===== config.mk =====
export PLATFORM = sky130hd
export DESIGN_NAME = rphe_ctrl
export DESIGN_NICKNAME = d
export VERILOG_FILES = /design/src/rtl/core/rphe_pkg.sv /design/src/rtl/core/rphe_ctrl.sv
export SDC_FILE = /design/constraint.sdc
export NUM_CORES = 1
export LEC_CHECK = 0
export BUFFER_PORTS_ARGS = -buffer_cell sky130_fd_sc_hd__buf_2
export CAP_MARGIN = 20
export CELL_PAD_IN_SITES_DETAIL_PLACEMENT = 2
export CELL_PAD_IN_SITES_GLOBAL_PLACEMENT = 2
export CORE_MARGIN = 1
export CORE_UTILIZATION = 30
export DETAILED_ROUTE_END_ITERATION = 6
export PLACE_DENSITY_LB_ADDON = 0.3
export RECOVER_POWER = 100
export SYNTH_ARGS = -nofsm -noshare
export SYNTH_HDL_FRONTEND = slang
export SYNTH_SLANG_ARGS = --single-unit

===== constraint.sdc =====
create_clock -name clk -period 3.4 [get_ports clk]
set_input_delay 0.34 -clock clk [delete_from_list [all_inputs] [get_ports clk]]
set_output_delay 0.34 -clock clk [all_outputs]
set_load 0.1 [all_outputs]

===== src/rtl/core/rphe_pkg.sv =====
// shared types, constants and round helpers for the reduced panama hash engine
`timescale 1ns / 1ps
`default_nettype none
package rphe_pkg;

  localparam int STATE_WORDS   = 17;
  localparam int STAGE_WORDS   = 8;
  localparam int BUFFER_STAGES = 32;
  localparam int BLANK_PULLS   = 32;
  localparam int PULL_ROUNDS   = BLANK_PULLS + 1;
  localparam int CNT_W         = $clog2(PULL_ROUNDS + 1);

  typedef logic [31:0] word_t;
  typedef word_t [STATE_WORDS-1:0] mix_t;
  typedef word_t [STAGE_WORDS-1:0] stage_t;

  typedef enum logic [1:0] {
    ST_IDLE,
    ST_PULL,
    ST_DONE
  } ctl_state_t;

  typedef struct packed {
    logic push;
    logic pull;
    logic clear_all;
  } ctl_cmd_t;

  // pi source index for word j
  function automatic int pi_src(input int j);
    pi_src = (j * 7) % STATE_WORDS;
  endfunction

  // pi rotate amount for word j: triangular number mod 32
  function automatic int pi_rot(input int j);
    pi_rot = ((j * (j + 1)) / 2) % 32;
  endfunction

  function automatic word_t rotl(input word_t v, input int s);
    word_t r;
    r = v;
    if (s != 0) begin
      r = (v << s) | (v >> (32 - s));
    end
    return r;
  endfunction

  // gamma, pi, theta, then injection of q and bst
  function automatic mix_t run_round(input mix_t s, input stage_t q, input stage_t bst);
    mix_t gam;
    mix_t pi;
    mix_t th;
    mix_t res;
    for (int j = 0; j < STATE_WORDS; j++) begin
      gam[j] = s[j] ^ (s[(j + 1) % STATE_WORDS] | ~s[(j + 2) % STATE_WORDS]);
    end
    for (int j = 0; j < STATE_WORDS; j++) begin
      pi[j] = rotl(gam[pi_src(j)], pi_rot(j));
    end
    for (int j = 0; j < STATE_WORDS; j++) begin
      th[j] = pi[j] ^ pi[(j + 1) % STATE_WORDS] ^ pi[(j + 4) % STATE_WORDS];
    end
    res[0] = th[0] ^ 32'h0000_0001;
    for (int j = 0; j < STAGE_WORDS; j++) begin
      res[j + 1] = th[j + 1] ^ q[j];
      res[j + 9] = th[j + 9] ^ bst[j];
    end
    return res;
  endfunction

endpackage
`default_nettype wire


===== src/rtl/core/rphe_ctrl.sv =====
// sequencer for push and blank pull rounds and result handshake
`timescale 1ns / 1ps
`default_nettype none
module rphe_ctrl
  import rphe_pkg::*;
(
  input  wire logic     clk,
  input  wire logic     rst_n,
  input  wire logic     in_valid,
  input  wire logic     in_operation,
  output logic          in_stall,
  output logic          out_valid,
  input  wire logic     out_stall,
  output ctl_cmd_t      cmd
);

  ctl_state_t       state_r, state_nxt;
  logic [CNT_W-1:0] cnt_r, cnt_nxt;

  // next state
  always_comb begin
    state_nxt = state_r;
    cnt_nxt   = cnt_r;
    case (state_r)
      ST_IDLE: begin
        cnt_nxt = '0;
        if (in_valid && in_operation) begin
          state_nxt = ST_PULL;
        end
      end
      ST_PULL: begin
        cnt_nxt = cnt_r + 1'b1;
        if (cnt_r == CNT_W'(PULL_ROUNDS - 1)) begin
          state_nxt = ST_DONE;
        end
      end
      ST_DONE: begin
        if (!out_stall) begin
          state_nxt = ST_IDLE;
        end
      end
      default: state_nxt = ST_IDLE;
    endcase
  end

  // outputs
  always_comb begin
    in_stall      = 1'b1;
    out_valid     = 1'b0;
    cmd.push      = 1'b0;
    cmd.pull      = 1'b0;
    cmd.clear_all = 1'b0;
    case (state_r)
      ST_IDLE: begin
        in_stall = 1'b0;
        cmd.push = in_valid;
      end
      ST_PULL: cmd.pull = 1'b1;
      ST_DONE: begin
        out_valid     = 1'b1;
        cmd.clear_all = !out_stall;
      end
      default: ;
    endcase
  end

  always_ff @(posedge clk) begin
    if (!rst_n) begin
      state_r <= ST_IDLE;
      cnt_r   <= '0;
    end else begin
      state_r <= state_nxt;
      cnt_r   <= cnt_nxt;
    end
  end

endmodule
`default_nettype wire


---- After elaboration in Yosys (flattened, before gate mapping) ----
Index checks and enable logic that the tools add are counted.
word-level totals
  latch bits .............................. 0
  bits in registers ....................... 8
  memories kept ........................... 0
  memory bits (writable) .................. 0
  bits of input ports ..................... 5
  ROM bits ................................ 0
  logic and storage cells ................. 24
  output and inout port bits .............. 5
operators by class
  eq/ne operators ......................... 6
  div/mod/pow operators ................... 0
  bitwise logic cells ..................... 0
  $mul .................................... 0
  add/subtract/negate cells ............... 1
  muxes and demuxes ....................... 10
  $lt $le $gt $ge ......................... 0
  reduce and logical (&&, ||, !) cells .... 5
  shift operators ......................... 0
operators by type and width
  cell                                                  number
  one-hot mux 6 bit (2 select lines)                    1
  adder 6 x 1 -> 6 bit (second input constant)          1
  equality test 6 bit (second input constant)           1
  2-to-1 mux 2 bit                                      3
  != test 2 bit (second input constant)                 3
  one-hot mux 2 bit (3 select lines)                    1
  2-to-1 mux 1 bit                                      5
  AND reduction 3 bit                                   1
  equality test 2 x 1 -> 1 bit (second input constant)  1
  equality test 2 bit (second input constant)           1
  zero test 2 bit                                       1
  nonzero test 2 bit                                    1
  logical AND 1 bit                                     1
  zero test 1 bit                                       1

---- Depth between registers and ports, before layout ----
Gate-level depths: netlist of the first run.
  depth in word-level cells ............... 3
  depth in mapped cells ................... 4
  depth with buffers taken out ............ 4

---- Worst setup path after synthesis of the first run ----
Ideal clock, no wire load.
  kind .................................... register to output
  start ................................... register state_r[1]
  end ..................................... output cmd[0] (netlist bit)
  slack ................................... -0.247 ns
  data arrival time ....................... 3.307 ns
  data required time ...................... 3.060 ns
  cell stages (with the launch flop) ...... 3
  path buffers ............................ 0
  cell sequence ........................... dfxtp_1 > nor2b_1 > nor2b_1
RTL lines
  item                    RTL line         RTL
  start, declared         rphe_ctrl.sv:17  ctl_state_t state_r, state_nxt;
  start signal, assigned  rphe_ctrl.sv:72  state_r <= state_nxt;
  end, declared           rphe_ctrl.sv:14  output ctl_cmd_t cmd

==> results of run 1 <==
## cell usage after synthesis
cell type / instances
dfxtp_1: 8
nor2_1: 4
nor2b_1: 4
inv_1: 3
nand4b_1: 3
and2b_1: 2
ha_1: 2
nand2_1: 2
xor2_1: 2
a21boi_0: 1
a21oi_1: 1
a21oi_2: 1
a22oi_1: 1
and4b_1: 1
buf_4: 1
mux2i_1: 1
nand3_1: 1
nand3b_1: 1
nor3b_1: 1
nor4b_1: 1
o21ai_0: 1
or2_2: 1
or3_1: 1
xnor2_1: 1
## worst paths after layout
check	from	endpoint	slack, ns	cells past startpoint
worst max-delay path	state_r[1]	cmd[0]	1.05	3
worst min-delay path	out_stall	state_r[1]	0.35	3
worst max register to register	cnt_r[0]	state_r[0]	2.22	4
worst min register to register	cnt_r[5]	cnt_r[5]	0.52	2
## layout by cell type, fill, tap and decap left out
cell type	synthesis	routed
dfxtp_1	8	8
clkbuf_1	0	5
nor2_1	4	4
buf_2	0	4
inv_1	3	3
nor2b_1	4	3
nand4b_1	3	3
clkbuf_4	0	3
and2b_1	2	2
nand2_1	2	2
a21oi_1	1	2
xor2_1	2	2
ha_1	2	2
or2_2	1	1
nor2b_2	0	1
xnor2_1	1	1
a22oi_1	1	1
mux2i_1	1	1
nand3b_1	1	1
nand3_1	1	1
o21ai_0	1	1
or3_1	1	1
nor3b_1	1	1
a21boi_0	1	1
and4b_1	1	1
nor4b_1	1	1
## logic make-up after synthesis
logic type                 count (synthesis)  synth area share, %
and+or+nand+nor                           22                 33.8
adders and majority gates                  2                 6.04
muxes                                      1                 2.42
AOI/OAI and AO/OA                          5                 8.16
DFF                                        8                 38.7
xor gates and xnor gates                   3                 6.35
buffers and inverters                      4                 4.53
## area by class of cell
type,instances,area (sq um)
flip-flops and latches,8,160
well taps,15,18.8
fillers,158,800
clock buffers,3,22.5
repair buffers,9,38.8
inverters,3,11.3
multi-input cells,33,234
## power by group through the flow
stage,Combinational (uW),Clock (uW),Sequential (uW)
finish,31.2,77.4,96.9
global route,32.7,85.6,97.1
CTS,32.3,81.2,96.9
detailed placement,32.2,0,99.0
global placement,31.7,0,99.0
floorplan,26.4,0,98.4
## worst max-delay path, stage by stage (launching register included)
cell and delay, ns:
dfxtp_1 0.48, nor2b_1 0.24, nor2b_2 0.17, clkbuf_1 0.86
## sequential cells by signal (all words and copies together) (netlist names)
name / count
cnt_r: 6
state_r: 2
## metal layers
metal / share of wire [%] / global-route usage (%) / up-vias
li1: - / - / 179
met1: 46 / 17.5 / 176
met2: 49 / 26.7 / 10
met3: 5.5 / 10.4 / 0
met4: 0 / 5.17 / 0
met5: 0 / 0 / -
## metrics by stage
step,utilization (%),hold WS [ns],instances,cell area [sq um],total power (uW)
global route,37.8,0.346,71,485,215
global placement,36.8,0.490,68,473,131
finish,37.8,0.347,71,485,205
CTS,38.6,0.344,71,495,210
detailed placement,36.8,0.528,68,473,131
floorplan,-,0.468,45,417,125
==> report_table.html, run 1 <==
<table>
<tr><th>Metric</th><th>Value</th></tr>
<tr><th colspan="2">Power and ir drop</th></tr>
<tr><td>Clock power share</td><td>37.7%</td></tr>
<tr><td>Leak Pwr</td><td>between 0.00015 and 0.0002 uW</td></tr>
<tr><td>Part of the power in combinational logic</td><td>15.2%</td></tr>
<tr><td>Power per cell area</td><td>423 mW/mm^2</td></tr>
<tr><td>Switching Power</td><td>63.3 uW</td></tr>
<tr><td>Switch share</td><td>30.8%</td></tr>
<tr><td>Sequential cell fraction of total power</td><td>47.2%</td></tr>
<tr><td>Maximum vdd drop</td><td>between 0.00015 and 0.0002 V</td></tr>
<tr><td>Internal power component</td><td>142 uW</td></tr>
<tr><th colspan="2">Detailed routing</th></tr>
<tr><td>DRC violations left</td><td>0</td></tr>
<tr><td>Total Wirelength</td><td>~960 microns</td></tr>
<tr><td>DR pass1 iterations</td><td>3</td></tr>
<tr><td>Wire length per cell</td><td>13.5 microns</td></tr>
<tr><td>Remaining antenna violation count</td><td>0</td></tr>
<tr><td>First DRT Iteration DRCs</td><td>7</td></tr>
<tr><td>Detailed-route via count</td><td>365</td></tr>
<tr><td>Avg Vias per Cell</td><td>between 5 and 6</td></tr>
<tr><th colspan="2">Critical path</th></tr>
<tr><td>WP data required</td><td>3.06 ns</td></tr>
<tr><td>Setup crit end kind</td><td>output port</td></tr>
<tr><td>Critical path type</td><td>register to output port</td></tr>
<tr><td>Type of element launching the critical path</td><td>register</td></tr>
<tr><td>Critical Path Fanout Max</td><td>10</td></tr>
<tr><td>CP Data Arrival Time</td><td>2.01 ns</td></tr>
<tr><th colspan="2">Synth</th></tr>
<tr><td>Cell taking the most area after synthesis</td><td>dfxtp_1</td></tr>
<tr><td>Number of unique standard cell types used by synthesis</td><td>24</td></tr>
<tr><td>Yosys top cell area share</td><td>38.7%</td></tr>
<tr><td>Per-instance average area after synthesis</td><td>slightly above 9 sq um</td></tr>
<tr><td>Syn_nets</td><td>52</td></tr>
<tr><td>Post-Synthesis Cells</td><td>45</td></tr>
<tr><td>Yosys warning count</td><td>0</td></tr>
<tr><td>Post-synthesis sequential area ratio</td><td>about two fifths</td></tr>
<tr><td>Flop and latch count out of synthesis</td><td>8</td></tr>
<tr><td>Synth area leaders</td><td>dfxtp_1, nand4b_1, ha_1, nor2b_1, xor2_1</td></tr>
<tr><td>Cell area after synthesis</td><td>414 sq um</td></tr>
<tr><th colspan="2">Placed design</th></tr>
<tr><td>Number of buffers inserted by port buffering</td><td>9</td></tr>
<tr><td>Setup WS pre-CTS</td><td>1.80 ns</td></tr>
<tr><td>Detailed placer's ending HPWL</td><td>718 microns</td></tr>
<tr><td>Routability-driven placement congestion ratio</td><td>roughly 0.63</td></tr>
<tr><th colspan="2">Global routing</th></tr>
<tr><td>Global route total overflow</td><td>0</td></tr>
<tr><td>First-pass GRT wire length</td><td>1590 microns</td></tr>
<tr><td>Number of global-route vias before repair</td><td>382</td></tr>
<tr><td>Global-route usage over all layers</td><td>16.5%</td></tr>
<tr><td>Largest net degree at the start of global routing</td><td>11</td></tr>
<tr><td>Antenna violations before repair</td><td>0</td></tr>
<tr><th colspan="2">Hold path</th></tr>
<tr><td>Tightest Hold Check Type</td><td>input pin to register</td></tr>
<tr><th colspan="2">Timing</th></tr>
<tr><td>Worst-case setup margin in the final layout</td><td>1.05 ns</td></tr>
<tr><td>Number of failing hold endpoints at the final stage</td><td>0</td></tr>
<tr><td>Slew Limit Fails</td><td>0</td></tr>
<tr><td>Final Skew</td><td>0.00484 ns</td></tr>
<tr><td>Transition at the pin with the smallest max-transition slack</td><td>about 1.2 ns</td></tr>
<tr><td>Final cycle utilization of the critical path</td><td>69.0%</td></tr>
<tr><td>Fmax</td><td>426 MHz</td></tr>
<tr><td>Min cycle time layout</td><td>around 2.3 ns</td></tr>
<tr><td>Setup Viol. Count Final</td><td>0</td></tr>
<tr><td>Setup repair after global routing missed its margin</td><td>false</td></tr>
<tr><td>Worst-case headroom to the max-slew limit</td><td>22.9%</td></tr>
<tr><td>Setup total negative slack</td><td>0 ns</td></tr>
<tr><th colspan="2">Layout</th></tr>
<tr><td>Fraction of layout instances using a drive strength above 1</td><td>16.1%</td></tr>
<tr><td>Net count reported at finish</td><td>65</td></tr>
<tr><td>Synth-to-Final Area Change</td><td>17.2%</td></tr>
<tr><td>Number of antenna cells inserted</td><td>0</td></tr>
<tr><th colspan="2">Floorplan</th></tr>
<tr><td>Die X-Extent</td><td>39.2 microns</td></tr>
<tr><td>Effective utilization at floorplan</td><td>32.2%</td></tr>
<tr><td>Height of the die</td><td>~39 microns</td></tr>
<tr><td>Area enclosed by the die boundary</td><td>roughly 0.0015 sq mm</td></tr>
<tr><td>Ports placed on the boundary</td><td>10</td></tr>
<tr><td>Area of the placeable core</td><td>0.00128 sq mm</td></tr>
<tr><td>Row count</td><td>13</td></tr>
<tr><th colspan="2">Clock network</th></tr>
<tr><td>Post-CTS setup buffer count</td><td>0</td></tr>
<tr><td>Root cell of the clock tree</td><td>clkbuf_4</td></tr>
<tr><td>Clock-pin transition on the worst setup and hold timing paths</td><td>0.05 ns</td></tr>
<tr><td>Number of buffers inserted by hold repair at cts</td><td>0</td></tr>
<tr><td>Count of clock tree sinks</td><td>8</td></tr>
<tr><td>Maximum root-to-sink buffer count</td><td>2</td></tr>
<tr><td>Clock tree from TritonCTS</td><td>done</td></tr>
<tr><td>Number of H-tree levels</td><td>1</td></tr>
<tr><td>Insertion delay to the later sink of the worst-skew pair</td><td>0.26 ns</td></tr>
<tr><td>Total CTS buffers</td><td>3</td></tr>
<tr><td>Post-CTS Resized</td><td>0</td></tr>
<tr><th colspan="2">Run status</th></tr>
<tr><td>Run status</td><td>completed</td></tr>
<tr><th colspan="2">Run</th></tr>
<tr><td>Reported max-cap violation count</td><td>0</td></tr>
</table>
Power figures use the tool's default switching activity.
==> run 2, diff against run 1 <==
--- a/config.mk
+++ b/config.mk
@@ -10,7 +10,7 @@
 export CELL_PAD_IN_SITES_DETAIL_PLACEMENT = 2
 export CELL_PAD_IN_SITES_GLOBAL_PLACEMENT = 2
 export CORE_MARGIN = 1
-export CORE_UTILIZATION = 30
+export CORE_UTILIZATION = 28
 export DETAILED_ROUTE_END_ITERATION = 6
 export PLACE_DENSITY_LB_ADDON = 0.3
 export RECOVER_POWER = 100
==> constraint.sdc (replaced) <==
create_clock -name clk -period 2.45 [get_ports clk]
set_input_delay 0.245 -clock clk [delete_from_list [all_inputs] [get_ports clk]]
set_output_delay 0.245 -clock clk [all_outputs]
set_load 0.1 [all_outputs]
==> run 2 against run 1 <==
Sequential power up 39%. Die area up 6.8%. Cell count unchanged. First-iteration DRC count down 71%. Power up 40%.
==> report_table.html, run 2 (same netlist as run 1, synthesis figures left out) <==
<table>
<tr><th>Metric</th><th>Value</th></tr>
<tr><th colspan="2">Placed design</th></tr>
<tr><td>Post-place instance area</td><td>483 sq um</td></tr>
<tr><td>Detailed placer's ending HPWL</td><td>approximately 700 microns</td></tr>
<tr><td>Routability-driven placement congestion ratio</td><td>0.674</td></tr>
<tr><td>Count of placed standard cells including taps</td><td>slightly below 70</td></tr>
<tr><td>Number of buffers inserted by port buffering</td><td>9</td></tr>
<tr><th colspan="2">Detailed routing</th></tr>
<tr><td>Detailed-route via count</td><td>roughly 350</td></tr>
<tr><td>First DRT Iteration DRCs</td><td>2</td></tr>
<tr><td>DR pass1 iterations</td><td>4</td></tr>
<tr><td>Total Wirelength</td><td>between 900 and 1000 microns</td></tr>
<tr><td>Remaining antenna violation count</td><td>0</td></tr>
<tr><td>DRC violations left</td><td>0</td></tr>
<tr><td>Highest layer used for signal routing</td><td>met4</td></tr>
<tr><td>Met1 wire length</td><td>around 450 microns</td></tr>
<tr><td>Routed wire length on met2</td><td>around 430 microns</td></tr>
<tr><td>Avg Vias per Cell</td><td>4.96</td></tr>
<tr><td>Met3 WL</td><td>77 microns</td></tr>
<tr><td>Wire length per cell</td><td>~14 microns</td></tr>
<tr><th colspan="2">Run</th></tr>
<tr><td>Reported max-cap violation count</td><td>0</td></tr>
<tr><th colspan="2">Floorplan</th></tr>
<tr><td>Row count</td><td>13</td></tr>
<tr><td>Area enclosed by the die boundary</td><td>0.00164 sq mm</td></tr>
<tr><td>Height of the die</td><td>between 40 and 50 microns</td></tr>
<tr><td>Die X-Extent</td><td>40.5 microns</td></tr>
<tr><td>Effective utilization at floorplan</td><td>31.1%</td></tr>
<tr><td>Ports placed on the boundary</td><td>10</td></tr>
<tr><td>Area of the placeable core</td><td>0.00133 sq mm</td></tr>
<tr><th colspan="2">Layout</th></tr>
<tr><td>Filler cell count in the final layout</td><td>162</td></tr>
<tr><td>Final std cell area, no fill</td><td>around 500 sq um</td></tr>
<tr><td>Number of flip-flops under the largest register name</td><td>6</td></tr>
<tr><td>Top library cells by usage in the layout, fill and taps aside</td><td>dfxtp_1, buf_2</td></tr>
<tr><td>Number of antenna cells inserted</td><td>0</td></tr>
<tr><td>Reg with most FFs</td><td>cnt_r</td></tr>
<tr><td>Cell Count, Final, Fillers Out</td><td>71</td></tr>
<tr><td>Most common library cell in the layout ignoring fill and taps</td><td>dfxtp_1</td></tr>
<tr><td>Largest registers</td><td>cnt_r: 6 flops, state_r: 2 flops</td></tr>
<tr><td>Fraction of layout instances using a drive strength above 1</td><td>26.8%</td></tr>
<tr><td>Net count reported at finish</td><td>65</td></tr>
<tr><td>Synth-to-Final Area Change</td><td>21.5%</td></tr>
<tr><th colspan="2">Critical path</th></tr>
<tr><td>Start point of the critical path</td><td>state_r[1]</td></tr>
<tr><td>Setup crit end kind</td><td>output port</td></tr>
<tr><td>WP data required</td><td>about 2.2 ns</td></tr>
<tr><td>Critical path's largest stage delay</td><td>0.87 ns</td></tr>
<tr><td>Critical path type</td><td>register to output port</td></tr>
<tr><td>Critical path buffer and inverter count</td><td>1</td></tr>
<tr><td>Setup slack, reg-to-reg</td><td>approximately 1.3 ns</td></tr>
<tr><td>Worst reg2reg startpoint</td><td>cnt_r[0]</td></tr>
<tr><td>Cell type of the slowest stage on the worst timing path</td><td>clkbuf_1</td></tr>
<tr><td>Type of element launching the critical path</td><td>register</td></tr>
<tr><td>Family of cells with the greatest summed delay on the critical path</td><td>buffers and inverters</td></tr>
<tr><td>Critical Path Fanout Max</td><td>10</td></tr>
<tr><td>Ordered cell list for the critical path</td><td>and2b_1 &gt; clkbuf_1</td></tr>
<tr><td>CP Data Arrival Time</td><td>between 1.5 and 2 ns</td></tr>
<tr><th colspan="2">Timing</th></tr>
<tr><td>Min cycle time layout</td><td>~2.1 ns</td></tr>
<tr><td>Setup repair after global routing missed its margin</td><td>false</td></tr>
<tr><td>Worst-case headroom to the max-slew limit</td><td>roughly 23%</td></tr>
<tr><td>Setup total negative slack</td><td>0 ns</td></tr>
<tr><td>Transition at the pin with the smallest max-transition slack</td><td>1.16 ns</td></tr>
<tr><td>Final cycle utilization of the critical path</td><td>83.9%</td></tr>
<tr><td>Fmax</td><td>486 MHz</td></tr>
<tr><td>Number of failing hold endpoints at the final stage</td><td>0</td></tr>
<tr><td>Slew Limit Fails</td><td>0</td></tr>
<tr><td>Setup Viol. Count Final</td><td>0</td></tr>
<tr><td>Final Skew</td><td>0.00339 ns</td></tr>
<tr><th colspan="2">Power and ir drop</th></tr>
<tr><td>Internal power component</td><td>198 uW</td></tr>
<tr><td>Sequential cell fraction of total power</td><td>46.9%</td></tr>
<tr><td>Leak Pwr</td><td>0.000199 uW</td></tr>
<tr><td>Clock power share</td><td>37.6%</td></tr>
<tr><td>Switching Power</td><td>88.8 uW</td></tr>
<tr><td>Power per cell area</td><td>570 mW/mm^2</td></tr>
<tr><td>Part of the power in combinational logic</td><td>15.4%</td></tr>
<tr><td>Maximum vdd drop</td><td>approximately 0.00017 V</td></tr>
<tr><td>Switch share</td><td>31.0%</td></tr>
<tr><th colspan="2">Clock network</th></tr>
<tr><td>Root cell of the clock tree</td><td>clkbuf_4</td></tr>
<tr><td>Post-CTS Resized</td><td>0</td></tr>
<tr><td>Clock-pin transition on the worst setup and hold timing paths</td><td>approximately 0.06 ns</td></tr>
<tr><td>Total CTS buffers</td><td>3</td></tr>
<tr><td>Count of clock tree sinks</td><td>8</td></tr>
<tr><td>Number of H-tree levels</td><td>1</td></tr>
<tr><td>Maximum root-to-sink buffer count</td><td>2</td></tr>
<tr><td>Insertion delay to the later sink of the worst-skew pair</td><td>0.26 ns</td></tr>
<tr><td>Post-CTS setup buffer count</td><td>0</td></tr>
<tr><td>Number of buffers inserted by hold repair at cts</td><td>0</td></tr>
<tr><td>Clock tree from TritonCTS</td><td>done</td></tr>
<tr><th colspan="2">Global routing</th></tr>
<tr><td>First-pass GRT wire length</td><td>1480 microns</td></tr>
<tr><td>Number of global-route vias before repair</td><td>340</td></tr>
<tr><td>Global-route usage over all layers</td><td>about 15%</td></tr>
<tr><td>Global route total overflow</td><td>0</td></tr>
<tr><td>Largest net degree at the start of global routing</td><td>11</td></tr>
<tr><td>Antenna violations before repair</td><td>0</td></tr>
<tr><th colspan="2">Hold path</th></tr>
<tr><td>Startpoint of the lowest-slack hold path</td><td>rst_n</td></tr>
<tr><td>Tightest Hold Check Type</td><td>input pin to register</td></tr>
<tr><th colspan="2">Run status</th></tr>
<tr><td>Run status</td><td>completed</td></tr>
</table>
## run 2: worst paths after layout
kind / endpoint / depth (start not counted)
min reg2reg: cnt_r[5] / 2
max reg2reg: state_r[0] / 4
max: cmd[1] / 2
min: cnt_r[1] / 2
## run 2: stage by stage
| stage | hold WS [ns] | worst slack, ns | utilization, % | total power [uW] |
|---|---|---|---|---|
| after detailed placement | 0.510 | 0.962 | 36.2 | 183 |
| after global placement | 0.490 | 0.996 | 36.2 | 183 |
| after floorplan | 0.373 | 0.208 | - | 174 |
| after CTS | 0.258 | 0.661 | 37.9 | 292 |
| after global routing | 0.267 | 0.322 | 37.7 | 298 |
| final | 0.257 | 0.393 | 37.7 | 287 |
## run 2: cell type report
cell class	instances	area [sq um]	area share, %
Sequential cell	8	160	31.8
Multi-Input combinational cell	33	248	49.3
Tap cell	15	18.8	3.73
Clock buffer	3	22.5	4.48
Timing Repair Buffer	9	42.5	8.46
Inverter	3	11.3	2.24
## run 2: power groups by stage
stage                     Clock, uW  Sequential [uW]  Combinational [uW]
after floorplan                   0              137                37.2
after global placement            0              138                45.2
after detailed placement          0              138                45.3
after CTS                       112              135                45.4
after global routing            116              135                47.0
final                           108              135                44.3
## run 2: routing by layer
| metal | track usage (%) | vias to the layer above |
|---|---|---|
| met5 | 0 | - |
| met4 | 10.0 | 0 |
| met3 | 7.22 | 2 |
| met2 | 19.0 | 14 |
| met1 | 18.3 | 159 |
| li1 | - | 177 |
==> run 3, diff against run 2 <==
--- a/config.mk
+++ b/config.mk
@@ -5,12 +5,13 @@
 export SDC_FILE = /design/constraint.sdc
 export NUM_CORES = 1
 export LEC_CHECK = 0
+export ABC_AREA = 1
 export BUFFER_PORTS_ARGS = -buffer_cell sky130_fd_sc_hd__buf_2
 export CAP_MARGIN = 20
 export CELL_PAD_IN_SITES_DETAIL_PLACEMENT = 2
 export CELL_PAD_IN_SITES_GLOBAL_PLACEMENT = 2
 export CORE_MARGIN = 1
-export CORE_UTILIZATION = 28
+export CORE_UTILIZATION = 26
 export DETAILED_ROUTE_END_ITERATION = 6
 export PLACE_DENSITY_LB_ADDON = 0.3
 export RECOVER_POWER = 100
==> constraint.sdc (replaced) <==
create_clock -name clk -period 1.9 [get_ports clk]
set_input_delay 0.19 -clock clk [delete_from_list [all_inputs] [get_ports clk]]
set_output_delay 0.19 -clock clk [all_outputs]
set_load 0.1 [all_outputs]
==> run 3 against run 2 <==
Area after synthesis rose by 6.3%. Via count rose by 18%. Synthesized cell count rose by 36%.
==> report_table.html, run 3 <==
<table>
<tr><th>Metric</th><th>Value</th></tr>
<tr><th colspan="2">Layout</th></tr>
<tr><td>Fin util</td><td>33.8%</td></tr>
<tr><td>Most common library cell in the layout ignoring fill and taps</td><td>nand2_1</td></tr>
<tr><td>Top library cells by usage in the layout, fill and taps aside</td><td>nand2_1, inv_1, nor2_1, dfxtp_1, clkbuf_2</td></tr>
<tr><td>Reg with most FFs</td><td>cnt_r</td></tr>
<tr><td>Final std cell area, no fill</td><td>between 500 and 600 sq um</td></tr>
<tr><td>Number of antenna cells inserted</td><td>0</td></tr>
<tr><td>Fraction of layout instances using a drive strength above 1</td><td>a little over a quarter</td></tr>
<tr><td>Synth-to-Final Area Change</td><td>18.2%</td></tr>
<tr><td>Cell Count, Final, Fillers Out</td><td>just under 90</td></tr>
<tr><td>Filler cell count in the final layout</td><td>205</td></tr>
<tr><td>Number of flip-flops under the largest register name</td><td>6</td></tr>
<tr><td>Net count reported at finish</td><td>81</td></tr>
<tr><td>Largest registers</td><td>cnt_r: 6 flops, state_r: 2 flops</td></tr>
<tr><th colspan="2">Timing</th></tr>
<tr><td>Setup total negative slack</td><td>0 ns</td></tr>
<tr><td>Worst hold margin</td><td>around 0.21 ns</td></tr>
<tr><td>Min cycle time layout</td><td>1.70 ns</td></tr>
<tr><td>Final cycle utilization of the critical path</td><td>89.7%</td></tr>
<tr><td>Transition at the pin with the smallest max-transition slack</td><td>0.539 ns</td></tr>
<tr><td>Number of failing hold endpoints at the final stage</td><td>0</td></tr>
<tr><td>Setup repair after global routing missed its margin</td><td>false</td></tr>
<tr><td>Setup Viol. Count Final</td><td>0</td></tr>
<tr><td>Slew Limit Fails</td><td>0</td></tr>
<tr><td>Worst-case headroom to the max-slew limit</td><td>64.2%</td></tr>
<tr><td>Final Skew</td><td>around 0.008 ns</td></tr>
<tr><td>Fmax</td><td>around 590 MHz</td></tr>
<tr><th colspan="2">Critical path</th></tr>
<tr><td>Type of element launching the critical path</td><td>register</td></tr>
<tr><td>Ordered cell list for the critical path</td><td>inv_1 &gt; nor2_1 &gt; clkbuf_2</td></tr>
<tr><td>Critical path buffer and inverter count</td><td>2</td></tr>
<tr><td>WP data required</td><td>1.71 ns</td></tr>
<tr><td>Critical path's largest stage delay</td><td>0.52 ns</td></tr>
<tr><td>Critical path type</td><td>register to output port</td></tr>
<tr><td>CP Data Arrival Time</td><td>~1.5 ns</td></tr>
<tr><td>Cell type of the slowest stage on the worst timing path</td><td>clkbuf_2</td></tr>
<tr><td>Critical Path Fanout Max</td><td>5</td></tr>
<tr><td>Setup crit end kind</td><td>output port</td></tr>
<tr><td>Family of cells with the greatest summed delay on the critical path</td><td>buffers and inverters</td></tr>
<tr><td>Setup slack, reg-to-reg</td><td>between 0.6 and 0.7 ns</td></tr>
<tr><th colspan="2">Global routing</th></tr>
<tr><td>First-pass GRT wire length</td><td>roughly 2100 microns</td></tr>
<tr><td>Global-route usage over all layers</td><td>15.7%</td></tr>
<tr><td>Number of global-route vias before repair</td><td>450</td></tr>
<tr><td>Antenna violations before repair</td><td>0</td></tr>
<tr><td>Largest net degree at the start of global routing</td><td>7</td></tr>
<tr><td>Global route total overflow</td><td>0</td></tr>
<tr><th colspan="2">Power and ir drop</th></tr>
<tr><td>Clock power share</td><td>28.5%</td></tr>
<tr><td>Internal power component</td><td>between 200 and 300 uW</td></tr>
<tr><td>Sequential cell fraction of total power</td><td>around two fifths</td></tr>
<tr><td>Switch share</td><td>42.0%</td></tr>
<tr><td>Leak Pwr</td><td>0.000235 uW</td></tr>
<tr><td>Switching Power</td><td>199 uW</td></tr>
<tr><td>Part of the power in combinational logic</td><td>32.5%</td></tr>
<tr><td>Power per cell area</td><td>909 mW/mm^2</td></tr>
<tr><td>Maximum vdd drop</td><td>0.000336 V</td></tr>
<tr><th colspan="2">Detailed routing</th></tr>
<tr><td>DRC violations left</td><td>0</td></tr>
<tr><td>First DRT Iteration DRCs</td><td>2</td></tr>
<tr><td>Total Wirelength</td><td>1070 microns</td></tr>
<tr><td>Wire length per cell</td><td>12.1 microns</td></tr>
<tr><td>Avg Vias per Cell</td><td>4.72</td></tr>
<tr><td>Remaining antenna violation count</td><td>0</td></tr>
<tr><td>DR pass1 iterations</td><td>4</td></tr>
<tr><td>Detailed-route via count</td><td>415</td></tr>
<tr><th colspan="2">Synth</th></tr>
<tr><td>Combinational family with the most area after synthesis</td><td>simple AND/OR/NAND/NOR gates</td></tr>
<tr><td>Count of flip-flops with a built-in enable after synthesis</td><td>0</td></tr>
<tr><td>Leading post-synthesis cells by instance count</td><td>nand2_1, inv_1, nor2_1</td></tr>
<tr><td>Yosys top cell area share</td><td>36.4%</td></tr>
<tr><td>Post-Synth Simple-Gate Area</td><td>36.1%</td></tr>
<tr><td>Flop and latch count out of synthesis</td><td>8</td></tr>
<tr><td>Syn_nets</td><td>68</td></tr>
<tr><td>Synth area leaders</td><td>dfxtp_1, nand2_1, inv_1, nor2_1, ha_1</td></tr>
<tr><td>Multiplexer share of the synthesized area</td><td>0%</td></tr>
<tr><td>Compound-gate portion of the synthesized area</td><td>6.82%</td></tr>
<tr><td>Share of flip-flops with an asynchronous set or reset after synthesis</td><td>0%</td></tr>
<tr><td>Cell taking the most area after synthesis</td><td>dfxtp_1</td></tr>
<tr><td>Adder-cell share of the synthesized area</td><td>around 5.7%</td></tr>
<tr><td>Post-Synthesis Cells</td><td>61</td></tr>
<tr><td>Per-instance average area after synthesis</td><td>7.22 sq um</td></tr>
<tr><td>Yosys warning count</td><td>0</td></tr>
<tr><td>Number of unique standard cell types used by synthesis</td><td>20</td></tr>
<tr><td>Cell area after synthesis</td><td>440 sq um</td></tr>
<tr><td>Most common cell in the netlist</td><td>nand2_1</td></tr>
<tr><td>Parity-gate share of the synthesized area counting xor and xnor cells</td><td>3.98%</td></tr>
<tr><td>Post-synthesis sequential area ratio</td><td>36.4%</td></tr>
<tr><td>Most instantiated flip-flop cell in the synthesis netlist</td><td>dfxtp_1</td></tr>
<tr><th colspan="2">Placed design</th></tr>
<tr><td>Number of buffers inserted by port buffering</td><td>9</td></tr>
<tr><td>Routability-driven placement congestion ratio</td><td>0.665</td></tr>
<tr><td>Count of placed standard cells including taps</td><td>85</td></tr>
<tr><td>Detailed placer's ending HPWL</td><td>868 microns</td></tr>
<tr><td>Post-place instance area</td><td>508 sq um</td></tr>
<tr><th colspan="2">Clock network</th></tr>
<tr><td>Post-CTS setup buffer count</td><td>0</td></tr>
<tr><td>Clock tree from TritonCTS</td><td>done</td></tr>
<tr><td>Root cell of the clock tree</td><td>clkbuf_4</td></tr>
<tr><td>Total CTS buffers</td><td>3</td></tr>
<tr><td>Maximum root-to-sink buffer count</td><td>2</td></tr>
<tr><td>Number of buffers inserted by hold repair at cts</td><td>0</td></tr>
<tr><td>Post-CTS Resized</td><td>0</td></tr>
<tr><td>Count of clock tree sinks</td><td>8</td></tr>
<tr><td>Insertion delay to the later sink of the worst-skew pair</td><td>0.26 ns</td></tr>
<tr><td>Number of H-tree levels</td><td>1</td></tr>
<tr><td>Clock-pin transition on the worst setup and hold timing paths</td><td>roughly 0.060 ns</td></tr>
<tr><th colspan="2">Floorplan</th></tr>
<tr><td>Area enclosed by the die boundary</td><td>roughly 0.0019 sq mm</td></tr>
<tr><td>Area of the placeable core</td><td>0.00154 sq mm</td></tr>
<tr><td>Height of the die</td><td>43.2 microns</td></tr>
<tr><td>Ports placed on the boundary</td><td>10</td></tr>
<tr><td>Row count</td><td>14</td></tr>
<tr><td>Effective utilization at floorplan</td><td>28.6%</td></tr>
<tr><td>Die X-Extent</td><td>43.2 microns</td></tr>
<tr><th colspan="2">Run status</th></tr>
<tr><td>Run status</td><td>completed</td></tr>
<tr><th colspan="2">Hold path</th></tr>
<tr><td>Tightest Hold Check Type</td><td>input pin to register</td></tr>
<tr><th colspan="2">Run</th></tr>
<tr><td>Reported max-cap violation count</td><td>0</td></tr>
</table>
run 3: kinds of logic (layout without fill, tap and decap cells):
logic type | count (synthesis) | in the layout
buffers and inverters | 12 | 23
flip-flops | 8 | 8
AO/OA/AOI/OAI | 5 | 5
XOR/XNOR | 2 | 2
AND/OR/NAND/NOR | 32 | 32
adder cells (fa/ha/maj) | 2 | 2
run 3: power groups by stage:
stage / combinational, uW / clock (uW) / sequential (uW)
after floorplan: 134 / 0 / 186
after global placement: 157 / 0 / 188
after detailed placement: 158 / 0 / 189
after CTS: 158 / 143 / 185
after global routing: 166 / 155 / 185
final: 154 / 135 / 185
run 3: layout make-up:
type | instances | area [sq um] | area share (%)
Sequential cell | 8 | 160 | 30.8
Clock buffer | 3 | 22.5 | 4.33
Inverter | 11 | 41.3 | 7.93
Multi-Input combinational cell | 41 | 231 | 44.5
Tap cell | 16 | 20.0 | 3.85
Timing Repair Buffer | 9 | 45.0 | 8.65
run 3: worst min-delay path, stage by stage:
cell and delay (ns):
buf_2 0.10, nand3_1 0.07, a21oi_1 0.06
run 3: through the flow:
step           setup slack (ns)  total power, uW
3_3_place_gp              0.538              345
4_1_cts                   0.268              487
3_5_place_dp              0.552              347
2_1_floorplan            0.0578              320
5_1_grt                   0.103              507
6_report                  0.197              473
run 3: worst paths after layout:
path	cells past startpoint	endpoint	from
min	3	state_r[0]	in_operation
min reg2reg	2	cnt_r[1]	cnt_r[1]
max	3	cmd[1]	state_r[0]
max reg2reg	7	cnt_r[5]	state_r[1]
run 3: per-layer routing:
layer / track usage (%) / part of all wire [%] / vias up
met5: 0 / 0 / -
met4: 7.27 / 1.9 / 0
met3: 7.66 / 4.3 / 5
met2: 21.5 / 44 / 6
met1: 20.3 / 50 / 192
li1: - / - / 212
